### src/hw/rtl/hmlp_pkg.sv
// Shared constants, codes and control types of the hashed map.
`timescale 1ns / 1ps
package hmlp_pkg;
	localparam int CAPACITY    = 1024;
	localparam int IDX_W       = $clog2(CAPACITY);
	localparam int CNT_W       = $clog2(CAPACITY + 1);
	localparam int VALUE_WIDTH = 32;
	localparam int ID_W        = 32;

	localparam logic [31:0] MUR_M      = 32'h5bd1e995;
	localparam logic [31:0] KEY_LEN    = 32'd8;
	localparam logic [31:0] SEED_RESET = 32'd123;
	localparam logic [31:0] MARK_RESET = 32'hffffffff;

	localparam logic [2:0] HSTEP_LAST = 3'd6;

	typedef enum logic [1:0] {
		FN_ADD    = 2'd0,
		FN_REMOVE = 2'd1,
		FN_GET    = 2'd2,
		FN_CLEAR  = 2'd3
	} func_t;

	typedef enum logic [1:0] {
		ST_OK       = 2'd0,
		ST_NOTFOUND = 2'd1,
		ST_FULL     = 2'd2,
		ST_RESERVED = 2'd3
	} status_t;

	typedef enum logic [0:0] {
		REG_SEED   = 1'b0,
		REG_MARKER = 1'b1
	} reg_idx_t;

	typedef struct packed {
		logic       cap;
		logic       hstep_en;
		logic [2:0] hstep;
		logic       pinit;
		logic       rd;
		logic       adv;
		logic       wr_add;
		logic       wr_tomb;
		logic       swp_wr;
		logic       cnt_clr;
		logic       fin;
		status_t    res_status;
		logic       res_slot;
		logic       res_found;
	} cmd_t;

	typedef struct packed {
		func_t func;
		logic  swp_last;
		logic  reserved;
		logic  full;
		logic  probe_empty;
		logic  probe_free;
		logic  probe_match;
		logic  probe_last;
		logic  out_free;
	} sts_t;
endpackage

### src/hw/rtl/hmlp_ctrl.sv
// Controller state machine: hash sequencing, probe loop, clear sweep, result hand-off.
`timescale 1ns / 1ps
module hmlp_ctrl import hmlp_pkg::*; (
	input  logic clk,
	input  logic arst_n,
	input  logic in_valid,
	output logic in_stall,
	input  sts_t sts,
	output cmd_t cmd
);
	typedef enum logic [6:0] {
		S_SWEEP = 7'b0000001,
		S_IDLE  = 7'b0000010,
		S_HASH  = 7'b0000100,
		S_CHECK = 7'b0001000,
		S_RD    = 7'b0010000,
		S_CHK   = 7'b0100000,
		S_FIN   = 7'b1000000
	} state_t;

	state_t  state_q, state_d;
	logic [2:0] hstep_q, hstep_d;
	logic    clr_q, clr_d;
	status_t rstat_q, rstat_d;
	logic    rslot_q, rslot_d;
	logic    rfound_q, rfound_d;

	assign in_stall = (state_q != S_IDLE);

	always_comb begin
		state_d  = state_q;
		hstep_d  = hstep_q;
		clr_d    = clr_q;
		rstat_d  = rstat_q;
		rslot_d  = rslot_q;
		rfound_d = rfound_q;
		cmd      = '0;
		cmd.res_status = rstat_q;
		cmd.res_slot   = rslot_q;
		cmd.res_found  = rfound_q;
		unique case (state_q)
			S_SWEEP: begin
				cmd.swp_wr = 1'b1;
				if (sts.swp_last) begin
					cmd.cnt_clr = 1'b1;
					rstat_d  = ST_OK;
					rslot_d  = 1'b0;
					rfound_d = 1'b0;
					state_d  = clr_q ? S_FIN : S_IDLE;
				end
			end
			S_IDLE: begin
				if (in_valid) begin
					cmd.cap = 1'b1;
					hstep_d = '0;
					clr_d   = 1'b1;
					state_d = S_HASH;
				end
			end
			S_HASH: begin
				// first cycle after capture: clear needs no hash
				if (sts.func == FN_CLEAR) begin
					state_d = S_SWEEP;
				end else begin
					cmd.hstep_en = 1'b1;
					cmd.hstep    = hstep_q;
					hstep_d      = hstep_q + 3'd1;
					if (hstep_q == HSTEP_LAST) begin
						state_d = S_CHECK;
					end
				end
			end
			S_CHECK: begin
				rslot_d  = 1'b0;
				rfound_d = 1'b0;
				if (sts.reserved) begin
					rstat_d = ST_RESERVED;
					state_d = S_FIN;
				end else if (sts.func == FN_ADD && sts.full) begin
					rstat_d = ST_FULL;
					state_d = S_FIN;
				end else begin
					cmd.pinit = 1'b1;
					state_d   = S_RD;
				end
			end
			S_RD: begin
				cmd.rd  = 1'b1;
				state_d = S_CHK;
			end
			S_CHK: begin
				state_d = S_FIN;
				if (sts.func == FN_ADD && sts.probe_free) begin
					cmd.wr_add = 1'b1;
					rstat_d = ST_OK;
					rslot_d = 1'b1;
				end else if (sts.func != FN_ADD && sts.probe_empty) begin
					rstat_d = ST_NOTFOUND;
				end else if (sts.func != FN_ADD && sts.probe_match) begin
					cmd.wr_tomb = (sts.func == FN_REMOVE);
					rstat_d  = ST_OK;
					rslot_d  = 1'b1;
					rfound_d = (sts.func == FN_GET);
				end else if (sts.probe_last) begin
					rstat_d = (sts.func == FN_ADD) ? ST_FULL : ST_NOTFOUND;
				end else begin
					cmd.adv = 1'b1;
					state_d = S_RD;
				end
			end
			S_FIN: begin
				if (sts.out_free) begin
					cmd.fin = 1'b1;
					state_d = S_IDLE;
				end
			end
			default: begin
				state_d = S_IDLE;
			end
		endcase
	end

	always_ff @(posedge clk or negedge arst_n) begin
		if (!arst_n) begin
			state_q  <= S_SWEEP;
			hstep_q  <= '0;
			clr_q    <= 1'b0;
			rstat_q  <= ST_OK;
			rslot_q  <= 1'b0;
			rfound_q <= 1'b0;
		end else begin
			state_q  <= state_d;
			hstep_q  <= hstep_d;
			clr_q    <= clr_d;
			rstat_q  <= rstat_d;
			rslot_q  <= rslot_d;
			rfound_q <= rfound_d;
		end
	end

	a_fin_free: assert property (@(posedge clk) disable iff (!arst_n)
		cmd.fin |-> sts.out_free) else $error("result loaded over a pending transfer");
	a_hash_bound: assert property (@(posedge clk) disable iff (!arst_n)
		(state_q == S_HASH) |-> (hstep_q <= HSTEP_LAST)) else $error("hash step overrun");
	a_write_in_chk: assert property (@(posedge clk) disable iff (!arst_n)
		(cmd.wr_add || cmd.wr_tomb) |-> (state_q == S_CHK)) else $error("stray table write");
endmodule

### config.mk
export PLATFORM = sky130hd
export DESIGN_NAME = hmlp_ctrl
export DESIGN_NICKNAME = d
export VERILOG_FILES = /design/src/hw/rtl/hmlp_pkg.sv /design/src/hw/rtl/hmlp_ctrl.sv
export SDC_FILE = /design/constraint.sdc
export NUM_CORES = 1
export LEC_CHECK = 0
export ABC_CLOCK_PERIOD_IN_PS = 2100
export BUFFER_PORTS_ARGS = -buffer_cell sky130_fd_sc_hd__buf_4
export CAP_MARGIN = 20
export CORE_MARGIN = 2
export CORE_UTILIZATION = 40
export CTS_CLUSTER_SIZE = 25
export DETAILED_ROUTE_END_ITERATION = 16
export HOLD_SLACK_MARGIN = 0.02
export MAX_ROUTING_LAYER = met4
export PLACE_DENSITY_LB_ADDON = 0.05
export SYNTH_ARGS = -nofsm -noshare
export SYNTH_HDL_FRONTEND = slang
export SYNTH_SLANG_ARGS = --single-unit
### constraint.sdc
create_clock -name clk -period 2.1 [get_ports clk]
set_input_delay 0.42 -clock clk [delete_from_list [all_inputs] [get_ports clk]]
set_output_delay 0.42 -clock clk [all_outputs]
set_load 0.01 [all_outputs]
## Word level (Yosys, flattened, before mapping)

Cells that the tools add are included.

| storage, ports and cells | value |
|---|---|
| output and inout bits | 18 |
| register bits after elaboration | 15 |
| bits of input ports | 13 |
| logic and storage cells | 100 |

| cells by class | value |
|---|---|
| reductions and logical operators | 14 |
| eq/ne operators | 24 |
| muxes and demuxes | 55 |
| add/subtract/negate cells | 1 |

Operator list:

| kind | number |
|---|---|
| 7-bit 2-to-1 mux | 12 |
| 7-bit one-hot mux with 7 select lines | 1 |
| 1-bit 2-to-1 mux | 24 |
| 2-bit 2-to-1 mux | 9 |
| 2-bit != test, second input constant | 7 |
| 3-bit != test, second input constant | 4 |
| 4-bit AND reduction | 3 |
| 3-bit 2-to-1 mux | 3 |
| 4-bit 2-to-1 mux | 2 |
| 7-bit by 1-bit equality test with 1-bit output, second input constant | 1 |
| 7-bit by 2-bit equality test with 1-bit output, second input constant | 1 |
| 7-bit by 3-bit equality test with 1-bit output, second input constant | 1 |
| 7-bit by 4-bit equality test with 1-bit output, second input constant | 1 |
| 7-bit by 5-bit equality test with 1-bit output, second input constant | 1 |
| 7-bit by 6-bit equality test with 1-bit output, second input constant | 1 |
| 7-bit equality test, second input constant | 1 |
| 7-bit by 2-bit != test with 1-bit output, second input constant | 1 |
| 1-bit one-hot mux with 3 select lines | 2 |
| 2-bit one-hot mux with 3 select lines | 1 |
| 3-bit one-hot mux with 2 select lines | 1 |
| 5-bit != test, second input constant | 1 |
| 5-bit AND reduction | 1 |
| 2-bit equality test, second input constant | 2 |
| 1-bit logical AND | 4 |
| other kinds (8) | 9 |

## Depth between registers and ports, before layout

Gate-level depths: netlist of the first run.

| logic depth | value |
|---|---|
| word-level depth | 7 |
| mapped depth | 7 |
| mapped depth without buffers | 6 |

## Worst setup path before layout of the first run

No wires, ideal clock.

| timing path | value |
|---|---|
| path type | reg-to-output |
| start point | register state_q[5] |
| end point | output port cmd[11] (netlist bit) |
| data required time | 1.680 ns |
| path slack | -0.041 ns |
| buffers on the path | 1 |
| arrival time | 1.721 ns |
| cell stages (with the launch flop) | 4 |
| path through | dfrtp_1 buf_2 or4b_4 a2111oi_0 |

RTL lines:

| element | RTL line | RTL |
|---|---|---|
| start: declaration | hmlp_ctrl.sv:21 | `state_t state_q, state_d;` |
| start signal: assignment | hmlp_ctrl.sv:132 | `state_q <= state_d;` |
| end: declaration | hmlp_ctrl.sv:9 | `output cmd_t cmd` |

==> results by group, run 1 <==
Power
  – Design Power: 1.49 mW
  – Leakage power total: 0.744 nW
  – Int Pwr: 0.882 mW
  – Max VDD drop: 0.000638 V
  – Switching Share: 41.0%
  – Pwr Density: 934 nW/um^2
  – Clock power frac: 12.2%
  – Switching power: 0.613 mW
  – Combinational share of power: 58.8%
  – Flop pwr share: 29.1%

Worst setup path
  – CP max stage cell: or4b_4
  – Worst R2R Start: state_q[4]
  – CP required: 1.68 ns
  – Flop2flop setup slack: 0.05 ns
  – RR Endpoint: rstat_q[0]
  – Cells on worst reg2reg path: 7
  – CP bufs+invs: 1
  – Cell family with most CP delay: simple AND/OR/NAND/NOR gates
  – Crit path arrival time: 1.91 ns
  – Crit-path max FO: 4
  – Kind of end point of the critical path: output port
  – Startpoint Class: flop
  – CP max stage delay: 0.56 ns
  – Worst setup path class: reg -> out
  – Cell chain of the critical path: or4b_4, or2_4, nor4_4, buf_4

Cells and area
  – Final non-filler cell total: 201
  – Diode count: 0
  – Layout cells sized above 1: 49.1%
  – Final #Nets: 187
  – Post-layout util: 64.0%
  – Area Overhead vs Synth: 51.5%
  – Layout filler cell count: 224

Status
  – Failing checks: setup timing
  – Status: complete, but fails checks

Timing
  – Clock skew: 0.00447 ns
  – Final worst slack: -0.233 ns
  – Minimum clock period: 2.33 ns
  – Top achievable clock speed: 429 MHz
  – Final slew viol count: 0
  – Worst-Margin Slew: 0.565 ns
  – RSZ-0062 raised after global routing: true
  – Rel. slew slack: 62.2%
  – Final period utilization: 111%
  – Final count of hold timing violations: 0
  – Hold WS: 0.273 ns
  – Setup violators final: 7

Detailed routing
  – WL final: 3.10 mm
  – Drt via density: 5.62
  – ANT nets after route: 0
  – 1st-iter DRT viols: 29
  – # DRC: 0
  – Vias: 1129
  – Detailed Routing Iterations Pass 1: 4
  – WL per Instance: 15.4 um

Flow run
  – Max-Cap Viols: 0

Floorplan
  – Chip height: 55.4 um
  – Initial core utilization: 42.2%
  – Top-level port count: 31
  – Core Region: 2500 um^2
  – Site Rows: 18
  – Die width: 55.4 um
  – Die area: 3070 um^2

Placed design
  – RePlAce Congestion: 0.939
  – Placed Cells: 184
  – Post-DP HPWL: 2.17 mm
  – Pre-CTS setup slack: 0.0626 ns
  – I/O Buffers: 30

GRT
  – Total GRT Usage: 20.9%
  – GRT Max-Usage Layer: met2
  – Met1 Usage GRT: 25.5%
  – Vias in the first global route: 1070
  – GR Layer Usage met2: 34.4%
  – Remaining global-route overflow: 0
  – First-pass GRT wire length: 4.97 mm
  – Largest net degree at the start of global routing: 16
  – Antenna violations before repair: 0
  – Met3 GRT Util: 5.85%

Synthesis
  – Synth cell count leaders: nor2_1 (15), dfrtp_1 (14), a21oi_1 (8), inv_1 (8), o21ai_0 (8)
  – Synthesized area: 1060 um^2
  – Synth area leaders: dfrtp_1 (33%), nor2_1 (5.3%), a21oi_1 (3.8%), o21ai_0 (3.8%), nor4_2 (3.6%)
  – Mapped Cells: 121
  – Count leader, synth: nor2_1
  – YS warnings: 0
  – Post-synthesis async set-or-reset flop share: 100%
  – Post-Synthesis Net Count: 136
  – Prevailing post-synth register cell: dfrtp_1
  – Unique masters post-synth: 44
  – Seq cells post-synth: 15
  – Number of flops mapped to enable cells by yosys: 0
  – Post-synth top area share: 33.2%
  – Yosys top cell by area: dfrtp_1
  – Seq/Total Area, Yosys: 35.7%
  – Syn avg cell area: 8.73 um^2

Clock network
  – Clock Tree Root: clkbuf_4
  – Clock Pin Slew Worst Setup and Hold Paths: 0.11 ns
  – H-tree Lvls: 1
  – Clk Latency, worst-skew pair: 0.29 ns
  – CTS Buf Count: 3
  – Clock Path Buffers: 2
  – CTS tree: built
  – Clk sinks: 15

Hold path
  – Worst hold start: sts[7]
  – Hold Path Depth: 2
  – Hold EP: state_q[0]
  – HP Class: in -> reg
-- cells in the final DEF, fill, tap and decap left out, types with 3 or more instances in the layout --
master / instances
dfrtp_1: 13
buf_4: 45
and2_1: 3
nor2_1: 10
nor3_1: 3
nand2b_1: 3
clkbuf_4: 3
inv_1: 7
o22ai_1: 3
o21ai_0: 8
a21oi_1: 8
nand2_1: 3
nor2_2: 4
nand3_1: 3
buf_6: 8
-- kinds of logic (layout without fill, tap and decap cells) --
kind of cell               Yosys count  after routing  share of synthesized area [%]
DFF                                 15             15                           35.7
adders and majority gates            2              2                           2.37
AOI/OAI and AO/OA                   29             29                           17.5
and+or+nand+nor                     54             54                           32.2
buffers and inverters               17             67                           7.70
xor gates and xnor gates             2              2                           1.66
muxes                                2              2                           2.84
-- worst max path at each step --
stage | start | to | slack (ns) | depth (start not counted)
3_5_place_dp | state_q[3] | cmd[7] | 0.06 | 4
4_1_cts | state_q[5] | cmd[4] | -0.22 | 5
6_report | state_q[4] | cmd[7] | -0.23 | 4
3_3_place_gp | state_q[3] | cmd[7] | 0.08 | 4
2_1_floorplan | state_q[4] | cmd[7] | 0.03 | 5
5_1_grt | state_q[4] | cmd[7] | -0.35 | 4
-- per-stage QoR --
stage	area (um^2)	TNS, ns
6_report	1600	-0.985
5_1_grt	1600	-1.81
2_1_floorplan	1060	0
3_5_place_dp	1360	0
3_3_place_gp	1360	0
4_1_cts	1530	-0.769
-- cell type report --
| cell class | instances | area [um^2] | share of cell area (%) |
|---|---|---|---|
| Multi-Input combinational cell | 89 | 683 | 42.7 |
| Timing Repair Buffer | 54 | 438 | 27.4 |
| Sequential cell | 15 | 378 | 23.6 |
| Tap cell | 30 | 37.5 | 2.35 |
| Inverter | 9 | 33.8 | 2.11 |
| Clock buffer | 3 | 22.5 | 1.41 |
| Clock inverter | 1 | 7.51 | 0.469 |
-- repair_timing --
item                                   in CTS  in global routing
gates resized for setup                    14                 13
endpoints found under the hold margin      14                  0
setup endpoints to repair                  11                 14
cloned                                      0                  0
pin swaps                                   8                  8
setup buffers                               9                  3
hold buffers                                1                  0
-- worst register-to-register path, delay by kind of cell (launching register included) --
kind | cells | cell delay (ns)
compound gates | 2 | 0.24
buf+inv | 2 | 0.31
flops | 1 | 0.43
mux | 1 | 0.30
simple gates | 2 | 0.67
-- state kept, by name (all words and copies together), names as in the netlist --
signal    flops
state_q       7
clr_q         1
rslot_q       1
hstep_q       3
rstat_q       2
rfound_q      1
-- power groups by stage --
stage / sequential (mW) / combinational [mW] / clock, mW
floorplan: 0.433 / 0.427 / 0
global placement: 0.428 / 0.681 / 0
detailed placement: 0.435 / 0.692 / 0
CTS: 0.431 / 0.805 / 0.188
global route: 0.449 / 0.953 / 0.198
finish: 0.434 / 0.878 / 0.182
-- routing by layer --
layer  wire, um  part of all wire (%)
met5          0                     0
met2       1570                    51
met3        182                   5.9
met1       1310                    42
met4         34                   1.1
(Power assumes the default switching activity.)
==> run 2: changes to the inputs <==
MAX_ROUTING_LAYER = default   (was met4)
SLEW_MARGIN = 20   (was default)
==> run 2 against run 1 <==
  * Sequential power rose by 0.9%
  * Critical path depth did not move
  * Power fell by 3.8%
  * The flow still finishes with violations (setup timing)
  * Combinational power fell by 5.8%
  * Non-clock buffer count fell by 3
  * Via count fell by 5.0%
  * Routed wire length fell by 3.1%
  * Clock skew fell by 0.00075 ns
  * Die area did not move
  * Setup slack improved by 0.021 ns
  * First-iteration DRC count rose by 34%
  * Cell area fell by 2.0%
==> results by group, run 2 (synthesized netlist as in run 1, its figures left out) <==
Worst setup path
  – Cell chain of the critical path: or4b_4, or2_4, nor4_4, buf_4
  – Kind of end point of the critical path: output port
  – CP startpoint: state_q[3]
  – Crit-path max FO: 4
  – CP required: 1.68 ns
  – Cell family with most CP delay: simple AND/OR/NAND/NOR gates
  – CP max stage cell: or4b_4
  – Worst R2R Start: state_q[5]
  – Worst setup path class: reg -> out
  – CP bufs+invs: 1
  – Crit path arrival time: 1.89 ns
  – Startpoint Class: flop
  – CP max stage delay: 0.56 ns

Detailed routing
  – WL per Instance: 15.2 um
  – Vias: 1073
  – # DRC: 0
  – Drt via density: 5.42
  – 1st-iter DRT viols: 39
  – ANT nets after route: 0
  – WL final: 3.01 mm
  – Detailed Routing Iterations Pass 1: 4

Hold path
  – HP Class: in -> reg
  – Worst hold start: sts[7]

Power
  – Flop pwr share: 30.5%
  – Max VDD drop: 0.000652 V
  – Design Power: 1.44 mW
  – Combinational share of power: 57.5%
  – Pwr Density: 917 nW/um^2
  – Int Pwr: 0.847 mW
  – Switching power: 0.590 mW
  – Leakage power total: 0.725 nW
  – Clock power frac: 12.0%
  – Switching Share: 41.1%

Cells and area
  – Largest registers: state_q x7, hstep_q x3, rstat_q x2
  – Leading cell type in the layout, fill and taps excluded: buf_4
  – Layout filler cell count: 222
  – Layout cells sized above 1: 48.2%
  – Most frequent cells in the layout: buf_4 (44), dfrtp_1 (12), nor2_1 (10)
  – Max reg flops: 7
  – Post-layout util: 62.7%
  – Largest register by flop count: state_q
  – Area Overhead vs Synth: 48.5%
  – Final #Nets: 184
  – Diode count: 0

Floorplan
  – Initial core utilization: 42.2%
  – Die area: 3070 um^2
  – Site Rows: 18
  – Die width: 55.4 um
  – Chip height: 55.4 um
  – Top-level port count: 31
  – Core Region: 2500 um^2

Timing
  – Final period utilization: 110%
  – Worst-Margin Slew: 0.547 ns
  – Final slew viol count: 0
  – Rel. slew slack: 63.4%
  – Final worst slack: -0.212 ns
  – Minimum clock period: 2.31 ns
  – Setup violators final: 5
  – RSZ-0062 raised after global routing: true
  – Clock skew: 0.00372 ns
  – Final count of hold timing violations: 0
  – Top achievable clock speed: 433 MHz

GRT
  – Total GRT Usage: 19.9%
  – First-pass GRT wire length: 4.90 mm
  – Largest net degree at the start of global routing: 16
  – Vias in the first global route: 1046
  – Remaining global-route overflow: 0
  – Antenna violations before repair: 0

Clock network
  – Clk sinks: 15
  – Clock Pin Slew Worst Setup and Hold Paths: 0.10 ns
  – Clock Path Buffers: 2
  – CTS Buf Count: 3
  – Clock Tree Root: clkbuf_4
  – Clk Latency, worst-skew pair: 0.28 ns
  – CTS tree: built
  – H-tree Lvls: 1

Status
  – Status: complete, but fails checks
  – Failing checks: setup timing

Placed design
  – RePlAce Congestion: 0.920
  – I/O Buffers: 30
  – Post-DP HPWL: 2.22 mm

Flow run
  – Max-Cap Viols: 0
[run 2: area by class of cell]
type                    instances  area (um^2)  area share (%)
clock buffers                   4         26.3            1.68
repair buffers                 51          408            26.0
inverters                       9         33.8            2.15
well taps                      30         37.5            2.39
flip-flops and latches         15          379            24.2
multi-input cells              89          683            43.6
[run 2: per-layer routing]
metal  share of wire (%)  vias to the layer above  track usage, %
met1                  44                      505            26.3
li1                    -                      529               -
met4                0.37                        0            5.92
met2                  50                       37            32.7
met5                   0                        -               0
met3                 5.4                        2            3.98
[run 2: worst paths after layout]
kind,slack (ns),end,cells after the start
max,-0.21,cmd[7],4
min,0.29,state_q[0],2
max reg2reg,0.08,rstat_q[0],6
min reg2reg,0.52,hstep_q[2],1
max in group asynchronous,1.34,state_q[0],2
min in group asynchronous,0.52,rslot_q,2
[run 2: through the flow]
step / cell area (um^2) / std cells / worst slack, ns / setup TNS [ns] / hold slack, ns
after global routing: 1570 / 198 / -0.299 / -1.40 / 0.285
after floorplan: 1060 / 121 / 0.0350 / 0 / 0.124
after detailed placement: 1360 / 184 / 0.0602 / 0 / 0.290
final: 1570 / 198 / -0.212 / -0.814 / 0.294
after CTS: 1480 / 194 / -0.214 / -0.936 / 0.287
after global placement: 1360 / 184 / 0.0851 / 0 / 0.291
[run 2: power by group through the flow]
stage | Clock, mW | Combinational, mW | Sequential (mW)
3_5_place_dp | 0 | 0.696 | 0.432
6_report | 0.172 | 0.827 | 0.438
3_3_place_gp | 0 | 0.684 | 0.428
5_1_grt | 0.193 | 0.899 | 0.452
2_1_floorplan | 0 | 0.427 | 0.433
4_1_cts | 0.179 | 0.761 | 0.429
[run 2: what timing repair did]
action | CTS | global route
pin swaps | 6 | 9
endpoints found under the hold margin | 14 | 0
setup buffers | 6 | 5
setup endpoints to repair | 11 | 12
gates cloned | 0 | 0
hold buffers | 1 | 0
resized for setup | 11 | 15
